--- src/sds_pkg.sv ---
`timescale 1ns / 1ps
`default_nettype none
// ----------------------------------------------------------------------------
// SCAN disk scheduler package
// Shared widths, types, register indexes, reset values and the sweep
// segment order used by the scheduler core and its arithmetic unit.
// ----------------------------------------------------------------------------
package sds_pkg;

	localparam int MAX_REQUESTS = 32;
	localparam int IDX_W        = $clog2(MAX_REQUESTS);
	localparam int CNT_W        = $clog2(MAX_REQUESTS + 1);
	localparam int CYL_W        = 16;
	localparam int TOT_W        = 17;
	localparam int CFG_IDX_W    = 2;

	typedef logic [CYL_W-1:0] cyl_t;
	typedef logic [TOT_W-1:0] total_t;
	typedef logic [CNT_W-1:0] cnt_t;
	typedef logic [IDX_W-1:0] idx_t;

	typedef struct packed {
		logic gt;
		logic eq;
	} alu_flags_t;

	localparam logic [CFG_IDX_W-1:0] REG_START_HEAD     = 2'd0;
	localparam logic [CFG_IDX_W-1:0] REG_SCAN_DIRECTION = 2'd1;
	localparam logic [CFG_IDX_W-1:0] REG_LAST_CYLINDER  = 2'd2;

	localparam cyl_t RESET_START_HEAD     = 16'd125;
	localparam logic RESET_SCAN_DIRECTION = 1'b1;
	localparam cyl_t RESET_LAST_CYLINDER  = 16'd199;

	typedef logic [2:0] seg_kind_t;
	typedef logic [2:0] seg_ph_t;

	localparam seg_kind_t K_UPA  = 3'd0;
	localparam seg_kind_t K_UPB  = 3'd1;
	localparam seg_kind_t K_DOWN = 3'd2;
	localparam seg_kind_t K_END  = 3'd3;
	localparam seg_kind_t K_DONE = 3'd4;

	// Order of sweep segments for each direction.
	function automatic seg_kind_t seg_kind(input logic dir, input seg_ph_t ph);
		seg_kind_t k;
		k = K_DONE;
		if (dir) begin
			unique case (ph)
				3'd0:    k = K_UPA;
				3'd1:    k = K_END;
				3'd2:    k = K_DOWN;
				default: k = K_DONE;
			endcase
		end else begin
			unique case (ph)
				3'd0:    k = K_UPA;
				3'd1:    k = K_DOWN;
				3'd2:    k = K_END;
				3'd3:    k = K_UPB;
				default: k = K_DONE;
			endcase
		end
		return k;
	endfunction

endpackage
`default_nettype wire

--- src/scan_disk_scheduler_core.sv ---
`timescale 1ns / 1ps
`default_nettype none
// ----------------------------------------------------------------------------
// SCAN disk scheduler core
// Collects cylinder requests in sorted order and, on the request marked
// last, emits the elevator service order with the running seek total.
//
// Input channel: one request per transaction (in_valid / in_stall). Each
// request is saturated to the last cylinder and inserted into a 32-entry
// RAM by walking down from the top, one entry per cycle. A request that
// finds the store full is dropped and sets the overflow flag.
// Output channel: one visit per transaction (out_valid / out_stall). After
// the last request the core scans the store for the head position, reading
// and then comparing each entry; it then reads and emits each visit through
// one shared compare and distance unit, with a step per segment. The endpoint
// of the sweep is always emitted. A stall holds the output register and the
// sequencer waits on it. A new request is taken as soon as the schedule
// has been handed to the output register, even while the final visit waits.
// Configuration writes (cfg_valid / cfg_ready) are always ready and are
// expected only while the core is idle. Reset restores the default head,
// direction and last cylinder and empties the store; no clearing pass.
// ----------------------------------------------------------------------------
module scan_disk_scheduler_core (
	input  wire logic                          clk,
	input  wire logic                          arst_n,
	input  wire logic                          cfg_valid,
	output logic                               cfg_ready,
	input  wire logic [sds_pkg::CFG_IDX_W-1:0] cfg_index,
	input  wire sds_pkg::cyl_t                 cfg_data,
	input  wire logic                          in_valid,
	output logic                               in_stall,
	input  wire sds_pkg::cyl_t                 request_cylinder,
	input  wire logic                          last_request,
	output logic                               out_valid,
	input  wire logic                          out_stall,
	output sds_pkg::cyl_t                      served_cylinder,
	output sds_pkg::total_t                    seek_total,
	output logic                               end_of_disk,
	output logic                               overflow,
	output logic                               last_served
);
	import sds_pkg::*;

	localparam logic [2:0] S_IDLE     = 3'd0;
	localparam logic [2:0] S_INS      = 3'd1;
	localparam logic [2:0] S_HEAD     = 3'd2;
	localparam logic [2:0] S_SCAN_RD  = 3'd3;
	localparam logic [2:0] S_SCAN_CMP = 3'd4;
	localparam logic [2:0] S_SEG      = 3'd5;
	localparam logic [2:0] S_RD       = 3'd6;
	localparam logic [2:0] S_EMIT     = 3'd7;

	logic [2:0] state_q;
	cyl_t       start_head_q;
	logic       dir_q;
	cyl_t       last_cyl_q;
	cnt_t       count_q;
	logic       dropped_q;
	cyl_t       req_q;
	logic       last_req_q;
	cnt_t       j_q;
	cyl_t       head_q;
	total_t     total_q;
	cnt_t       lo_q;
	cnt_t       hi_q;
	cnt_t       idx_q;
	seg_ph_t    ph_q;

	logic       out_valid_q;
	cyl_t       served_q;
	total_t     seek_q;
	logic       end_q;
	logic       ovf_q;
	logic       final_q;

	cyl_t       alu_a;
	cyl_t       alu_b;
	alu_flags_t flags;
	total_t     alu_sum;

	logic       ram_wr_en;
	idx_t       ram_wr_addr;
	cyl_t       ram_wr_data;
	logic       ram_rd_en;
	idx_t       ram_rd_addr;
	cyl_t       ram_rd_data;

	seg_kind_t  kind;
	cyl_t       target;
	cnt_t       up_limit;
	cnt_t       idx_inc;
	cnt_t       cnt_m1;
	cnt_t       j_m2;
	logic       ins_done;
	logic       store_full;
	logic       out_free;
	logic       is_final;

	sds_ram #(
		.WIDTH(CYL_W),
		.DEPTH(MAX_REQUESTS)
	) u_store (
		.clk    (clk),
		.wr_en  (ram_wr_en),
		.wr_addr(ram_wr_addr),
		.wr_data(ram_wr_data),
		.rd_en  (ram_rd_en),
		.rd_addr(ram_rd_addr),
		.rd_data(ram_rd_data)
	);

	sds_alu u_alu (
		.a    (alu_a),
		.b    (alu_b),
		.acc  (total_q),
		.flags(flags),
		.sum  (alu_sum)
	);

	always_comb begin
		kind       = seg_kind(dir_q, ph_q);
		target     = (kind == K_END) ? (dir_q ? last_cyl_q : '0) : ram_rd_data;
		up_limit   = (kind == K_UPA && !dir_q) ? hi_q : count_q;
		idx_inc    = idx_q + cnt_t'(1);
		cnt_m1     = count_q - cnt_t'(1);
		j_m2       = j_q - cnt_t'(2);
		ins_done   = (j_q == '0) || !flags.gt;
		store_full = (count_q >= cnt_t'(MAX_REQUESTS));
		out_free   = !out_valid_q || !out_stall;

		unique case (kind)
			K_END:   is_final = dir_q ? (lo_q == '0) : (hi_q == count_q);
			K_DOWN:  is_final = dir_q && (idx_q == '0);
			K_UPB:   is_final = (idx_inc == count_q);
			default: is_final = 1'b0;
		endcase
	end

	always_comb begin
		unique case (state_q)
			S_IDLE: begin
				alu_a = request_cylinder;
				alu_b = last_cyl_q;
			end
			S_INS: begin
				alu_a = ram_rd_data;
				alu_b = req_q;
			end
			S_HEAD: begin
				alu_a = start_head_q;
				alu_b = last_cyl_q;
			end
			S_EMIT: begin
				alu_a = target;
				alu_b = head_q;
			end
			default: begin
				alu_a = ram_rd_data;
				alu_b = head_q;
			end
		endcase
	end

	always_comb begin
		ram_wr_en   = 1'b0;
		ram_wr_addr = j_q[IDX_W-1:0];
		ram_wr_data = req_q;
		ram_rd_en   = 1'b0;
		ram_rd_addr = idx_q[IDX_W-1:0];
		unique case (state_q)
			S_IDLE: begin
				ram_rd_en   = in_valid && !store_full;
				ram_rd_addr = cnt_m1[IDX_W-1:0];
			end
			S_INS: begin
				ram_wr_en = 1'b1;
				if (!ins_done) begin
					ram_wr_data = ram_rd_data;
					ram_rd_en   = 1'b1;
					ram_rd_addr = j_m2[IDX_W-1:0];
				end
			end
			S_SCAN_RD: ram_rd_en = (idx_q != count_q);
			S_RD:      ram_rd_en = 1'b1;
			default:   ram_rd_en = 1'b0;
		endcase
	end

	always_ff @(posedge clk or negedge arst_n) begin
		if (!arst_n) begin
			state_q      <= S_IDLE;
			start_head_q <= RESET_START_HEAD;
			dir_q        <= RESET_SCAN_DIRECTION;
			last_cyl_q   <= RESET_LAST_CYLINDER;
			count_q      <= '0;
			dropped_q    <= 1'b0;
			out_valid_q  <= 1'b0;
			j_q          <= '0;
			lo_q         <= '0;
			hi_q         <= '0;
			idx_q        <= '0;
			ph_q         <= '0;
		end else begin
			if (cfg_valid && cfg_ready) begin
				unique case (cfg_index)
					REG_START_HEAD:     start_head_q <= cfg_data;
					REG_SCAN_DIRECTION: dir_q        <= cfg_data[0];
					REG_LAST_CYLINDER:  last_cyl_q   <= cfg_data;
					default: ;
				endcase
			end

			if (state_q == S_EMIT && out_free) begin
				out_valid_q <= 1'b1;
			end else if (out_valid_q && !out_stall) begin
				out_valid_q <= 1'b0;
			end

			unique case (state_q)
				S_IDLE: begin
					if (in_valid) begin
						req_q      <= flags.gt ? last_cyl_q : request_cylinder;
						last_req_q <= last_request;
						if (!store_full) begin
							j_q     <= count_q;
							state_q <= S_INS;
						end else begin
							dropped_q <= 1'b1;
							state_q   <= last_request ? S_HEAD : S_IDLE;
						end
					end
				end
				S_INS: begin
					if (ins_done) begin
						count_q <= count_q + cnt_t'(1);
						state_q <= last_req_q ? S_HEAD : S_IDLE;
					end else begin
						j_q <= j_q - cnt_t'(1);
					end
				end
				S_HEAD: begin
					head_q  <= flags.gt ? last_cyl_q : start_head_q;
					total_q <= '0;
					lo_q    <= '0;
					hi_q    <= '0;
					idx_q   <= '0;
					ph_q    <= '0;
					state_q <= S_SCAN_RD;
				end
				S_SCAN_RD: begin
					state_q <= (idx_q == count_q) ? S_SEG : S_SCAN_CMP;
				end
				S_SCAN_CMP: begin
					if (flags.gt) begin
						state_q <= S_SEG;
					end else begin
						if (!flags.eq) begin
							lo_q <= idx_inc;
						end
						hi_q    <= idx_inc;
						idx_q   <= idx_inc;
						state_q <= S_SCAN_RD;
					end
				end
				S_SEG: begin
					unique case (kind)
						K_UPA: begin
							if (lo_q < up_limit) begin
								idx_q   <= lo_q;
								state_q <= S_RD;
							end else begin
								ph_q <= ph_q + seg_ph_t'(1);
							end
						end
						K_UPB: begin
							if (hi_q < count_q) begin
								idx_q   <= hi_q;
								state_q <= S_RD;
							end else begin
								ph_q <= ph_q + seg_ph_t'(1);
							end
						end
						K_DOWN: begin
							if (lo_q != '0) begin
								idx_q   <= lo_q - cnt_t'(1);
								state_q <= S_RD;
							end else begin
								ph_q <= ph_q + seg_ph_t'(1);
							end
						end
						K_END: state_q <= S_EMIT;
						default: begin
							count_q   <= '0;
							dropped_q <= 1'b0;
							state_q   <= S_IDLE;
						end
					endcase
				end
				S_RD: begin
					state_q <= S_EMIT;
				end
				S_EMIT: begin
					if (out_free) begin
						served_q    <= target;
						seek_q      <= alu_sum;
						end_q       <= (kind == K_END);
						ovf_q       <= dropped_q;
						final_q     <= is_final;
						head_q      <= target;
						total_q     <= alu_sum;
						priority case (1'b1)
							(kind == K_UPA) || (kind == K_UPB): begin
								if (idx_inc == up_limit) begin
									ph_q    <= ph_q + seg_ph_t'(1);
									state_q <= S_SEG;
								end else begin
									idx_q   <= idx_inc;
									state_q <= S_RD;
								end
							end
							(kind == K_DOWN): begin
								if (idx_q == '0) begin
									ph_q    <= ph_q + seg_ph_t'(1);
									state_q <= S_SEG;
								end else begin
									idx_q   <= idx_q - cnt_t'(1);
									state_q <= S_RD;
								end
							end
							default: begin
								ph_q    <= ph_q + seg_ph_t'(1);
								state_q <= S_SEG;
							end
						endcase
					end
				end
			endcase
		end
	end

	assign cfg_ready       = 1'b1;
	assign in_stall        = (state_q != S_IDLE);
	assign out_valid       = out_valid_q;
	assign served_cylinder = served_q;
	assign seek_total      = seek_q;
	assign end_of_disk     = end_q;
	assign overflow        = ovf_q;
	assign last_served     = final_q;

	// The store never holds more requests than its depth.
	a_count_bound: assert property (@(posedge clk) disable iff (!arst_n)
		count_q <= cnt_t'(MAX_REQUESTS))
		else $error("request count exceeds store depth");

	// The head split points stay ordered within the stored requests.
	a_split_order: assert property (@(posedge clk) disable iff (!arst_n)
		(state_q == S_SEG || state_q == S_RD || state_q == S_EMIT) |->
		(lo_q <= hi_q && hi_q <= count_q))
		else $error("head split points out of order");

	// The insertion pointer never passes the fill level.
	a_insert_ptr: assert property (@(posedge clk) disable iff (!arst_n)
		(state_q == S_INS) |-> (j_q <= count_q && !store_full))
		else $error("insertion pointer beyond fill level");

	// A sweep endpoint visit is always one end of the disk.
	a_endpoint: assert property (@(posedge clk) disable iff (!arst_n)
		(out_valid && end_of_disk) |->
		(served_cylinder == '0 || served_cylinder == last_cyl_q))
		else $error("endpoint visit is not a disk end");

	// A visit handed to the output register is held while stalled.
	a_out_hold: assert property (@(posedge clk) disable iff (!arst_n)
		(state_q == S_EMIT && out_valid_q && out_stall) |=> $stable(seek_q))
		else $error("stalled visit changed");

endmodule
`default_nettype wire

--- src/sds_ram.sv ---
`timescale 1ns / 1ps
`default_nettype none
// ----------------------------------------------------------------------------
// Generic simple dual-port RAM
// One write port and one read port with registered read data.
// ----------------------------------------------------------------------------
module sds_ram #(
	parameter int WIDTH = 16,
	parameter int DEPTH = 32
) (
	input  wire logic                     clk,
	input  wire logic                     wr_en,
	input  wire logic [$clog2(DEPTH)-1:0] wr_addr,
	input  wire logic [WIDTH-1:0]         wr_data,
	input  wire logic                     rd_en,
	input  wire logic [$clog2(DEPTH)-1:0] rd_addr,
	output logic      [WIDTH-1:0]         rd_data
);

	logic [WIDTH-1:0] mem_q [DEPTH];
	logic [WIDTH-1:0] rd_data_q;

	always_ff @(posedge clk) begin
		if (wr_en) begin
			mem_q[wr_addr] <= wr_data;
		end
		if (rd_en) begin
			rd_data_q <= mem_q[rd_addr];
		end
	end

	assign rd_data = rd_data_q;

endmodule
`default_nettype wire

--- src/sds_alu.sv ---
`timescale 1ns / 1ps
`default_nettype none
// ----------------------------------------------------------------------------
// SCAN scheduler shared arithmetic unit
// Compares two cylinders and adds their distance to a running total.
// ----------------------------------------------------------------------------
module sds_alu (
	input  wire sds_pkg::cyl_t   a,
	input  wire sds_pkg::cyl_t   b,
	input  wire sds_pkg::total_t acc,
	output sds_pkg::alu_flags_t  flags,
	output sds_pkg::total_t      sum
);
	import sds_pkg::*;

	logic gt;
	cyl_t diff;

	always_comb begin
		gt       = (a > b);
		diff     = gt ? (a - b) : (b - a);
		flags.gt = gt;
		flags.eq = (a == b);
		sum      = acc + {1'b0, diff};
	end

endmodule
`default_nettype wire
--- config.mk ---
export PLATFORM = sky130hd
export DESIGN_NAME = scan_disk_scheduler_core
export DESIGN_NICKNAME = d
export VERILOG_FILES = /design/src/sds_pkg.sv /design/src/scan_disk_scheduler_core.sv /design/src/sds_ram.sv /design/src/sds_alu.sv
export SDC_FILE = /design/constraint.sdc
export NUM_CORES = 1
export LEC_CHECK = 0
export BUFFER_PORTS_ARGS = -buffer_cell sky130_fd_sc_hd__buf_4
export CORE_MARGIN = 5
export CORE_UTILIZATION = 40
export DETAILED_ROUTE_END_ITERATION = 10
export SLEW_MARGIN = 20
export SYNTH_ARGS = -nofsm -noshare
export SYNTH_HDL_FRONTEND = slang
export SYNTH_SLANG_ARGS = --single-unit
export TNS_END_PERCENT = 100
--- constraint.sdc ---
create_clock -name clk -period 6 [get_ports clk]
set_clock_uncertainty 0.2 [all_clocks]
set_input_delay 0 -clock clk [delete_from_list [all_inputs] [get_ports clk]]
set_output_delay 0 -clock clk [all_outputs]
set_load 0.005 [all_outputs]
Yosys cells after proc, flatten, opt, wreduce, memory -nomap -nowiden
Memory sizes are Yosys's and may differ from the RTL's. A register that Yosys moved wholly into a read port is not among the register bits.
Index checks and enable logic that the tools add are counted.

cells by class
  reductions and logical operators = 46
  add/sub/neg operators = 11
  eq/ne operators = 42
  muxes and demuxes = 81
  magnitude comparators = 4

operator list
  operator               number
  $mux W16               8
  $mux W6                17
  $pmux W16 S2           2
  $mux W3                17
  $pmux W16 S3           1
  $pmux W6 S2            4
  $pmux W17 S2           1
  $sub A16 B16 Y16       2
  $pmux W3 S3            3
  $eq A6 B6 Y1           4
  $ne A3 B3 Y1 const B   8
  $pmux W3 S4            2
  $pmux W3 S8            1
  $pmux W6 S4            1
  $eq A3 B2 Y1 const B   6
  $logic_not A6 Y1       3
  $ne A2 B2 Y1 const B   9
  $pmux W6 S3            1
  $sub A6 B1 Y6 const B  3
  $add A17 B16 Y17       1
  $mux W17               1
  $eq A16 B16 Y1         1
  $gt A16 B16 Y1         1
  $reduce_and A3 Y1      5
  other kinds (38)       82

storage, ports and cells
  memories = 1
  input bits = 40
  word-level logic and storage cells = 206
  register bits after elaboration = 157
  memory bits (writable) = 512
  output and inout port bits = 39

memory list
  memory         words  bits a word  read ports  clocked after Yosys merged registers in  wr ports  RTL line       text
  u_store.mem_q  32     16           1           1                                        1         sds_ram.sv:20  logic [WIDTH-1:0] mem_q [DEPTH];

Logic depth before layout (Yosys ltp)
Gate-level depths: netlist of the first run.

  word-level depth = 11
  mapped depth = 31
  depth with buffers taken out = 28

Cells and area by module
A second synthesis of the first run with hierarchy kept.

unflattened totals
  cells, all modules = 2489
  area total of the unflattened synthesis = 32540.0 um2

by module, submodules not included
  module                    times used  seq. area each (um2)  cells an instance  area each (um2)
  sds_ram                   1           15855.2               1143               20694.8
  scan_disk_scheduler_core  1           4374.2                992                9352.7
  sds_alu                   1           0.0                   354                2492.4

Worst setup path before layout of the first run
OpenSTA, ideal clock, no wires.

  kind = reg2reg
  from = register ph_q[1]
  to = register total_q[16] (data pin)
  data required time = 5.648 ns
  setup slack = -0.550 ns
  cell stages (with the launch flop) = 31
  library setup time = 0.152 ns
  period minus slack after synthesis = 6.550 ns
  path buffers = 3
  arrival = 6.198 ns
  cells stage by stage = dfrtp_1 inv_1 ha_1 a21oi_1 or3_1 clkbuf_1 clkbuf_1 o21ai_0 nand2_1 o21ai_0 inv_1 ha_1 fa_1 nand2b_1 a21oi_1 o21ai_2 a21oi_2 clkbuf_1 mux2i_1 inv_1 fa_1 nor2b_1 o21ai_0 a21boi_0 o21ai_0 a21boi_0 o2111ai_1 nand3_1 a41oi_1 or4_1 a31oi_1

between the ends
  longest elaborated chain between the ends = 11
  elaborated cells on any way between the ends = 17
  those cells by class = add/sub: 3; order compare: 1; eq/ne: 4; mux: 8; reduce/logical: 1

ends and longest elaborated chain
  element                                             RTL line                         text
  start: declaration                                  scan_disk_scheduler_core.sv:67   seg_ph_t ph_q;
  start signal: assignment                            scan_disk_scheduler_core.sv:272  ph_q <= ph_q + seg_ph_t'(1);
  start signal: assignment                            scan_disk_scheduler_core.sv:280  ph_q <= ph_q + seg_ph_t'(1);
  start signal: assignment                            scan_disk_scheduler_core.sv:288  ph_q <= ph_q + seg_ph_t'(1);
  $eq A3 B2 Y1, or another cell as far along          sds_pkg.sv:56                    unique case (ph)
  $pmux W3 S4 or $pmux W3 S3 (tied branches)          sds_pkg.sv:56, sds_pkg.sv:49
  $mux W3 (*)                                         sds_pkg.sv:48                    if (dir) begin
  $eq A3 B2 Y1 (*)                                    scan_disk_scheduler_core.sv:122  target = (kind == K_END) ? (dir_q ? last_cyl_q : '0) : ram_rd_data;
  $mux W16 (*)                                        scan_disk_scheduler_core.sv:122
  net target[0]                                       scan_disk_scheduler_core.sv:89   cyl_t target;
  $pmux W16 S3 (*)                                    scan_disk_scheduler_core.sv:140  unique case (state_q)
  $sub A16 B16 Y16 or $gt A16 B16 Y1 (tied branches)  sds_alu.sv:21, sds_alu.sv:20
  $mux W16 (*)                                        sds_alu.sv:21                    diff = gt ? (a - b) : (b - a);
  $add A17 B16 Y17 (*)                                sds_alu.sv:24                    sum = acc + {1'b0, diff};
  $mux W17 (*)                                        scan_disk_scheduler_core.sv:303  if (out_free) begin
  $pmux W17 S2 (*)                                    scan_disk_scheduler_core.sv:219  unique case (state_q)
  end signal: assignment                              scan_disk_scheduler_core.sv:310  total_q <= alu_sum;
  end: declaration                                    scan_disk_scheduler_core.sv:63   total_t total_q;

The timed path passes the listed nets; every way through them passes the cells marked *. The select of a mux whose other input is x is not followed.
A chain may end at the register's enable or synchronous reset.

Worst setup path in the final report of the first run
  from = register ph_q[1]
  to = register served_q[6], in the netlist served_cylinder[6] (data pin)

between the ends
  longest elaborated chain between the ends = 5
  elaborated cells on any way between the ends = 9
  those cells by class = eq/ne: 4; mux: 4; reduce/logical: 1

ends and longest elaborated chain
  element                                     RTL line                         text
  $eq A3 B2 Y1, or another cell as far along  sds_pkg.sv:56
  $pmux W3 S4 or $pmux W3 S3 (tied branches)  sds_pkg.sv:56, sds_pkg.sv:49
  $mux W3 (*)                                 sds_pkg.sv:48
  $eq A3 B2 Y1 (*)                            scan_disk_scheduler_core.sv:122
  $mux W16 (*)                                scan_disk_scheduler_core.sv:122
  net target[6]                               scan_disk_scheduler_core.sv:89
  end signal: assignment                      scan_disk_scheduler_core.sv:304  served_q <= target;
  end: declaration                            scan_disk_scheduler_core.sv:70   cyl_t served_q;

The timed path passes the listed nets; every way through them passes the cells marked *.

==> flow_summary.yaml, run 1 <==
layout:
  drive_gt1_frac: 0.267
  final_cell_mix: "edfxtp_1, nand2_1, buf_4"
  syn_to_final_growth_pct: 26.9
  utilization: 0.514
  finalNonFillerCells: 4143
  seqCellArea_mm2: 0.0202
  layout_commonest_cell: "edfxtp_1"
  diodes: 0
  layout.nets: 3152
  fill_cells: 6721
  multiInputGateArea_mm2: 0.0117
synth:
  synth_edf_count: 614
  avgSynthCellArea_um2: 12.5
  ys_seq_area_frac: 0.630
  synth_top_flop_cell: "edfxtp_1"
  synthCells: 2571
  synth_cell_type_count: 89
  synth.net_count: 2688
  yosys_warnings: 0
  post_synth_instance_area_mm2: 0.0321
  ys_ff_latch: 685
  ys_async_sr_fraction: 0.104
worst_setup_path:
  cp-start-kind: "register"
  setup.worst_path.end_class: "register"
  crit_top_cell: "buf_4"
  reg2reg_slack_ps: -180
  crit_type: "register to register"
  cp_slowest_cell: "dfrtp_2"
  crit_arrival_ps: 6380
  critPathRequiredTime_ps: 6200
  critical-path-max-stage-delay_ps: 460
  cp_max_fo: 4
timing:
  tns_ps: -537
  timing.final.crit_share: 1.03
  worst_pin_slew_ps: 1040
  setup_slack_ps: -182
  setup_viol: 8
  fin_crit_ps: 6180
  fmax_mhz: 162
  rsz0062_at_grt: "yes"
  finalHoldViolCount: 0
  max_slew_margin: 0.304
  slew_viol_final: 0
detailed_routing:
  vias_per_cell: 5.61
  drt_iter0_drc: 2101
  ant_nets: 0
  avgRoutedWirePerCell_um: 22.9
  wirelength_mm: 94.7
  drc: 0
  dr.pass1.iters: 5
  via_count: 23200
floorplanning:
  dieArea_mm2: 0.0860
  die_w_um: 293
  ios: 79
  core_area_mm2: 0.0793
  initial_utilization: 0.405
  num_rows: 103
  die_y_um: 293
clock_tree:
  numCtsBuffers: 74
  cts-root-buf: "clkbuf_16"
  cts_tree: "done"
  clock-sinks: 685
  clk_pin_slew_ps: 60
  clock_latency_ps: 640
  clock_path_buffers: 3
  htreeDepth: 3
global_routing:
  grt_max_degree: 76
  grt_usage: 0.212
  antenna_found_initial: 0
  grt_pass1_wl_mm: 142
  gr-total-overflow: 0
  first_global_vias: 22900
placed_design:
  dp_cells: 3849
  port_buffers: 77
  gp_congestion: 0.902
  dp_hpwl_mm: 60.7
outcome:
  violations: "negative setup slack"
  outcome: "finished, violations left"
flow_run:
  max-cap-violations: 0
worst_hold_path:
  hp-class: "primary input to register"
area by class of cell:
class / count / area share
well taps: 1050 / 0.0323
flip-flops and latches: 685 / 0.497
repair buffers: 535 / 0.117
inverters: 75 / 0.00691
clock inverters: 44 / 0.0133
clock buffers: 90 / 0.0472
multi-input cells: 1664 / 0.286
cell usage after synthesis (10+ instances only):
cell type    n  area share
inv_1       74      0.0087
or3_1       10      0.0019
a22oi_1     85       0.020
dfrtp_1     59       0.046
and3_1      11      0.0021
a31o_2      12      0.0033
a32oi_1     30      0.0082
o21ai_0     75       0.012
o22ai_1     23      0.0045
nand2_1    442       0.052
mux2i_1    114       0.036
mux2_2      58       0.020
o2bb2ai_1   15      0.0041
nor2_1     120       0.014
ha_1        74       0.029
a31oi_1     10      0.0019
nor3_1      37      0.0058
buf_4       11      0.0026
buf_2       50      0.0078
a21oi_1    202       0.032
xor2_1      19      0.0052
xnor2_1     39       0.011
and2_1      17      0.0033
o211ai_1    11      0.0026
dfstp_2     12      0.0098
clkbuf_1    71      0.0083
buf_6       10      0.0035
a21o_1      26      0.0061
edfxtp_1   614        0.57
a22o_1      53       0.014
nand3_1     28      0.0044
nand4_1     23      0.0045
stage by stage:
stage | area (µm²) | hold slack, ps | worst slack (ps)
finish | 40700 | 35.7 | -182
CTS | 40100 | 4.30 | -24.9
global placement | 36000 | -211 | -219
global route | 40700 | 39.0 | -362
detailed placement | 36000 | -203 | -401
floorplan | 32200 | -496 | 3.63
flip-flops by register name, indices dropped and copies added (netlist names), 16 cells and up:
name,flops
start_head_q,16
served_cylinder,16
last_cyl_q,16
req_q,16
head_q,16
u_store.rd_data,16
total_q,17
u_store.mem_q,512
seek_total,17
cell families (layout without fill, tap and decap cells):
kind of cell             count (synthesis)  in the layout  share of synthesized area
AND/OR/NAND/NOR                        734            734                      0.101
flip-flops                             685            685                      0.630
AO/OA/AOI/OAI                          621            621                      0.134
buffers and inverters                  222            744                     0.0315
multiplexers                           173            173                     0.0563
adder cells (fa/ha/maj)                 77             77                     0.0307
XOR/XNOR                                58             58                     0.0158
other                                    1              1                   0.000117
path summary, 6_finish.rpt:
path,from,endpoint,cells past startpoint
setup / recovery,ph_q[1],served_cylinder[6],42
hold / removal,request_cylinder[10],req_q[10],4
setup reg to reg,ph_q[1],served_cylinder[6],42
hold reg to reg,dropped_q,overflow,0
max in group asynchronous,arst_n,state_q[1],4
min in group asynchronous,arst_n,last_cyl_q[15],4
critical path, delay by kind of cell (launching register included):
kind	cells	cell delay, ps
AO/OA/AOI/OAI	2	100
adder cells (fa/ha/maj)	1	140
buffers and inverters	37	4610
AND/OR/NAND/NOR	2	470
flip-flops	1	460
routing by layer:
layer | vias up | wire (µm) | global-route usage
li1 | 10600 | - | -
met1 | 11600 | 40900 | 0.301
met2 | 901 | 44300 | 0.342
met3 | 149 | 6810 | 0.0329
met4 | 0 | 2690 | 0.0623
met5 | - | 0 | 0
repair_timing:
item | in CTS | in global routing
buffers inserted | 66 | 23
pin swaps | 33 | 38
endpoints found under the setup margin | 31 | 36
hold buffers | 69 | 0
hold endpoints to repair | 125 | 0
resized for setup | 97 | 77
cloned | 2 | 3
Power of run 1 is left out: the tool's default activity adds up to more than one toggle a clock period on the data nets, which glitch-free logic cannot reach.
==> inputs of run 2 (changes only) <==
==> constraint.sdc (replaced) <==
create_clock -name clk -period 7.9 [get_ports clk]
set_clock_uncertainty 0.2 [all_clocks]
set_input_delay 0 -clock clk [delete_from_list [all_inputs] [get_ports clk]]
set_output_delay 0 -clock clk [all_outputs]
set_load 0.005 [all_outputs]
==> run 2 against run 1 <==
Clock-buffer cell count increased by 3. Largest cell class unchanged. Via count decreased by 5.9%. Highest routed layer unchanged. Routed wire length decreased by 4.9%. Critical path depth decreased by 22. The flow now finishes without violations. Critical path type unchanged. Sequential cell count unchanged. Die area unchanged. Sequential share of layout area increased by 4.7 points.
==> flow_summary.yaml, run 2 (synthesis gave the netlist of run 1 again) <==
layout:
  final_cell_area_mm2: 0.0372
  final_cell_mix: "edfxtp_1, nand2_1, a21oi_1"
  largest_reg_flops: 512
  fill_cells: 6959
  diodes: 0
  utilization: 0.469
  layout_commonest_cell: "edfxtp_1"
  drive_gt1_frac: 0.149
  layout.nets: 2842
  largest-register: "u_store.mem_q"
  syn_to_final_growth_pct: 15.9
timing:
  slew_viol_final: 0
  fin_crit_ps: 7320
  finalHoldViolCount: 0
  timing.final.crit_share: 0.926
  rsz0062_at_grt: "no"
  worst_pin_slew_ps: 1080
  setup_viol: 0
  fmax_mhz: 137
  max_slew_margin: 0.275
  tns_ps: 0
worst_setup_path:
  cp-start-kind: "register"
  critPathRequiredTime_ps: 8010
  reg2reg_slack_ps: 580
  crit_type: "register to register"
  setup.worst_path.end_class: "register"
  cp_max_fo: 53
  crit_arrival_ps: 7420
detailed_routing:
  drc: 0
  via_count: 21900
  avgRoutedWirePerCell_um: 23.5
  drt_iter0_drc: 2185
  wirelength_mm: 90.1
  ant_nets: 0
  dr.pass1.iters: 6
  vias_per_cell: 5.70
clock_tree:
  cts-root-buf: "clkbuf_16"
  clock_latency_ps: 640
  clock-sinks: 685
  cts_tree: "done"
  clk_pin_slew_ps: 60
  numCtsBuffers: 76
  htreeDepth: 3
  clock_path_buffers: 3
floorplanning:
  core_area_mm2: 0.0793
  die_w_um: 293
  initial_utilization: 0.405
  num_rows: 103
  dieArea_mm2: 0.0860
  ios: 79
  die_y_um: 293
global_routing:
  gr-total-overflow: 0
  grt_pass1_wl_mm: 135
  grt_max_degree: 101
  antenna_found_initial: 0
  grt_usage: 0.203
  first_global_vias: 21500
placed_design:
  place_area_mm2: 0.0340
  dp_hpwl_mm: 58.0
  port_buffers: 77
  gp_congestion: 0.877
outcome:
  outcome: "finished clean"
flow_run:
  max-cap-violations: 0
worst_hold_path:
  hp-class: "primary input to register"
-- run 2: cell types whose count changed in the layout (fill, tap and decap cells not counted), sizes merged --
cell / previous run / this run
inv: 77 / 80
clkinvlp: 1 / 2
bufinv: 8 / 6
clkinv: 33 / 34
buf: 464 / 158
dlygate4sd3: 68 / 65
-- run 2: per-stage QoR --
| step | hold slack, ps | std cells | worst slack, ps |
|---|---|---|---|
| finish | 23.3 | 3837 | 581 |
| global route | 7.49 | 3837 | 98.1 |
| CTS | 1.66 | 3836 | 658 |
| detailed placement | 13.3 | 3630 | 675 |
| global placement | 12.9 | 3629 | 831 |
| floorplan | -496 | 2571 | 1350 |
-- run 2: path summary, 6_finish.rpt --
check,from,to,cells past startpoint
hold reg to reg,dropped_q,overflow,0
setup / recovery,ph_q[1],u_store.rd_data[14],20
min in group asynchronous,arst_n,start_head_q[3],3
setup reg to reg,ph_q[1],u_store.rd_data[14],20
max in group asynchronous,arst_n,start_head_q[9],4
hold / removal,cfg_data[4],last_cyl_q[4],3
-- run 2: final cells by class --
type,instances,area (µm²),area share
Timing Repair Buffer,223,1930,0.0518
Sequential cell,685,20200,0.544
Tap cell,1050,1310,0.0353
Clock buffer,93,2020,0.0542
Multi-Input combinational cell,1664,10900,0.294
Inverter,75,282,0.00757
Clock inverter,47,489,0.0131
-- run 2: worst max-delay path, cell delays in order, from the launching register on --
cell and delay (ps):
dfrtp_1 420, inv_1 140, ha_1 240, a21oi_1 60
or3_1 470, buf_4 290, o21ai_0 260, nor2_1 90
a31o_2 260, ha_1 470, nand4_1 240, nor3_2 430
a21o_4 240, a211oi_4 70, o21ai_4 500, a21o_4 750
buf_4 490, nand2_1 100, a22oi_1 370, o22ai_1 150
nor4_1 730
-- run 2: timing repair --
item	in CTS	in global routing
endpoints found under the hold margin	133	0
hold buffers	66	0
setup buffers	0	0
setup endpoints to repair	0	1
gates resized for setup	0	2
-- run 2: routing by layer --
metal	part of all wire	wire length, µm	vias to the layer above	track usage
li1	-	-	9925	-
met1	0.44	39900	11000	0.288
met2	0.46	41000	814	0.320
met3	0.069	6210	133	0.0373
met4	0.033	2950	0	0.0679
met5	0	0	-	0
Power of run 2 is left out for the same reason.
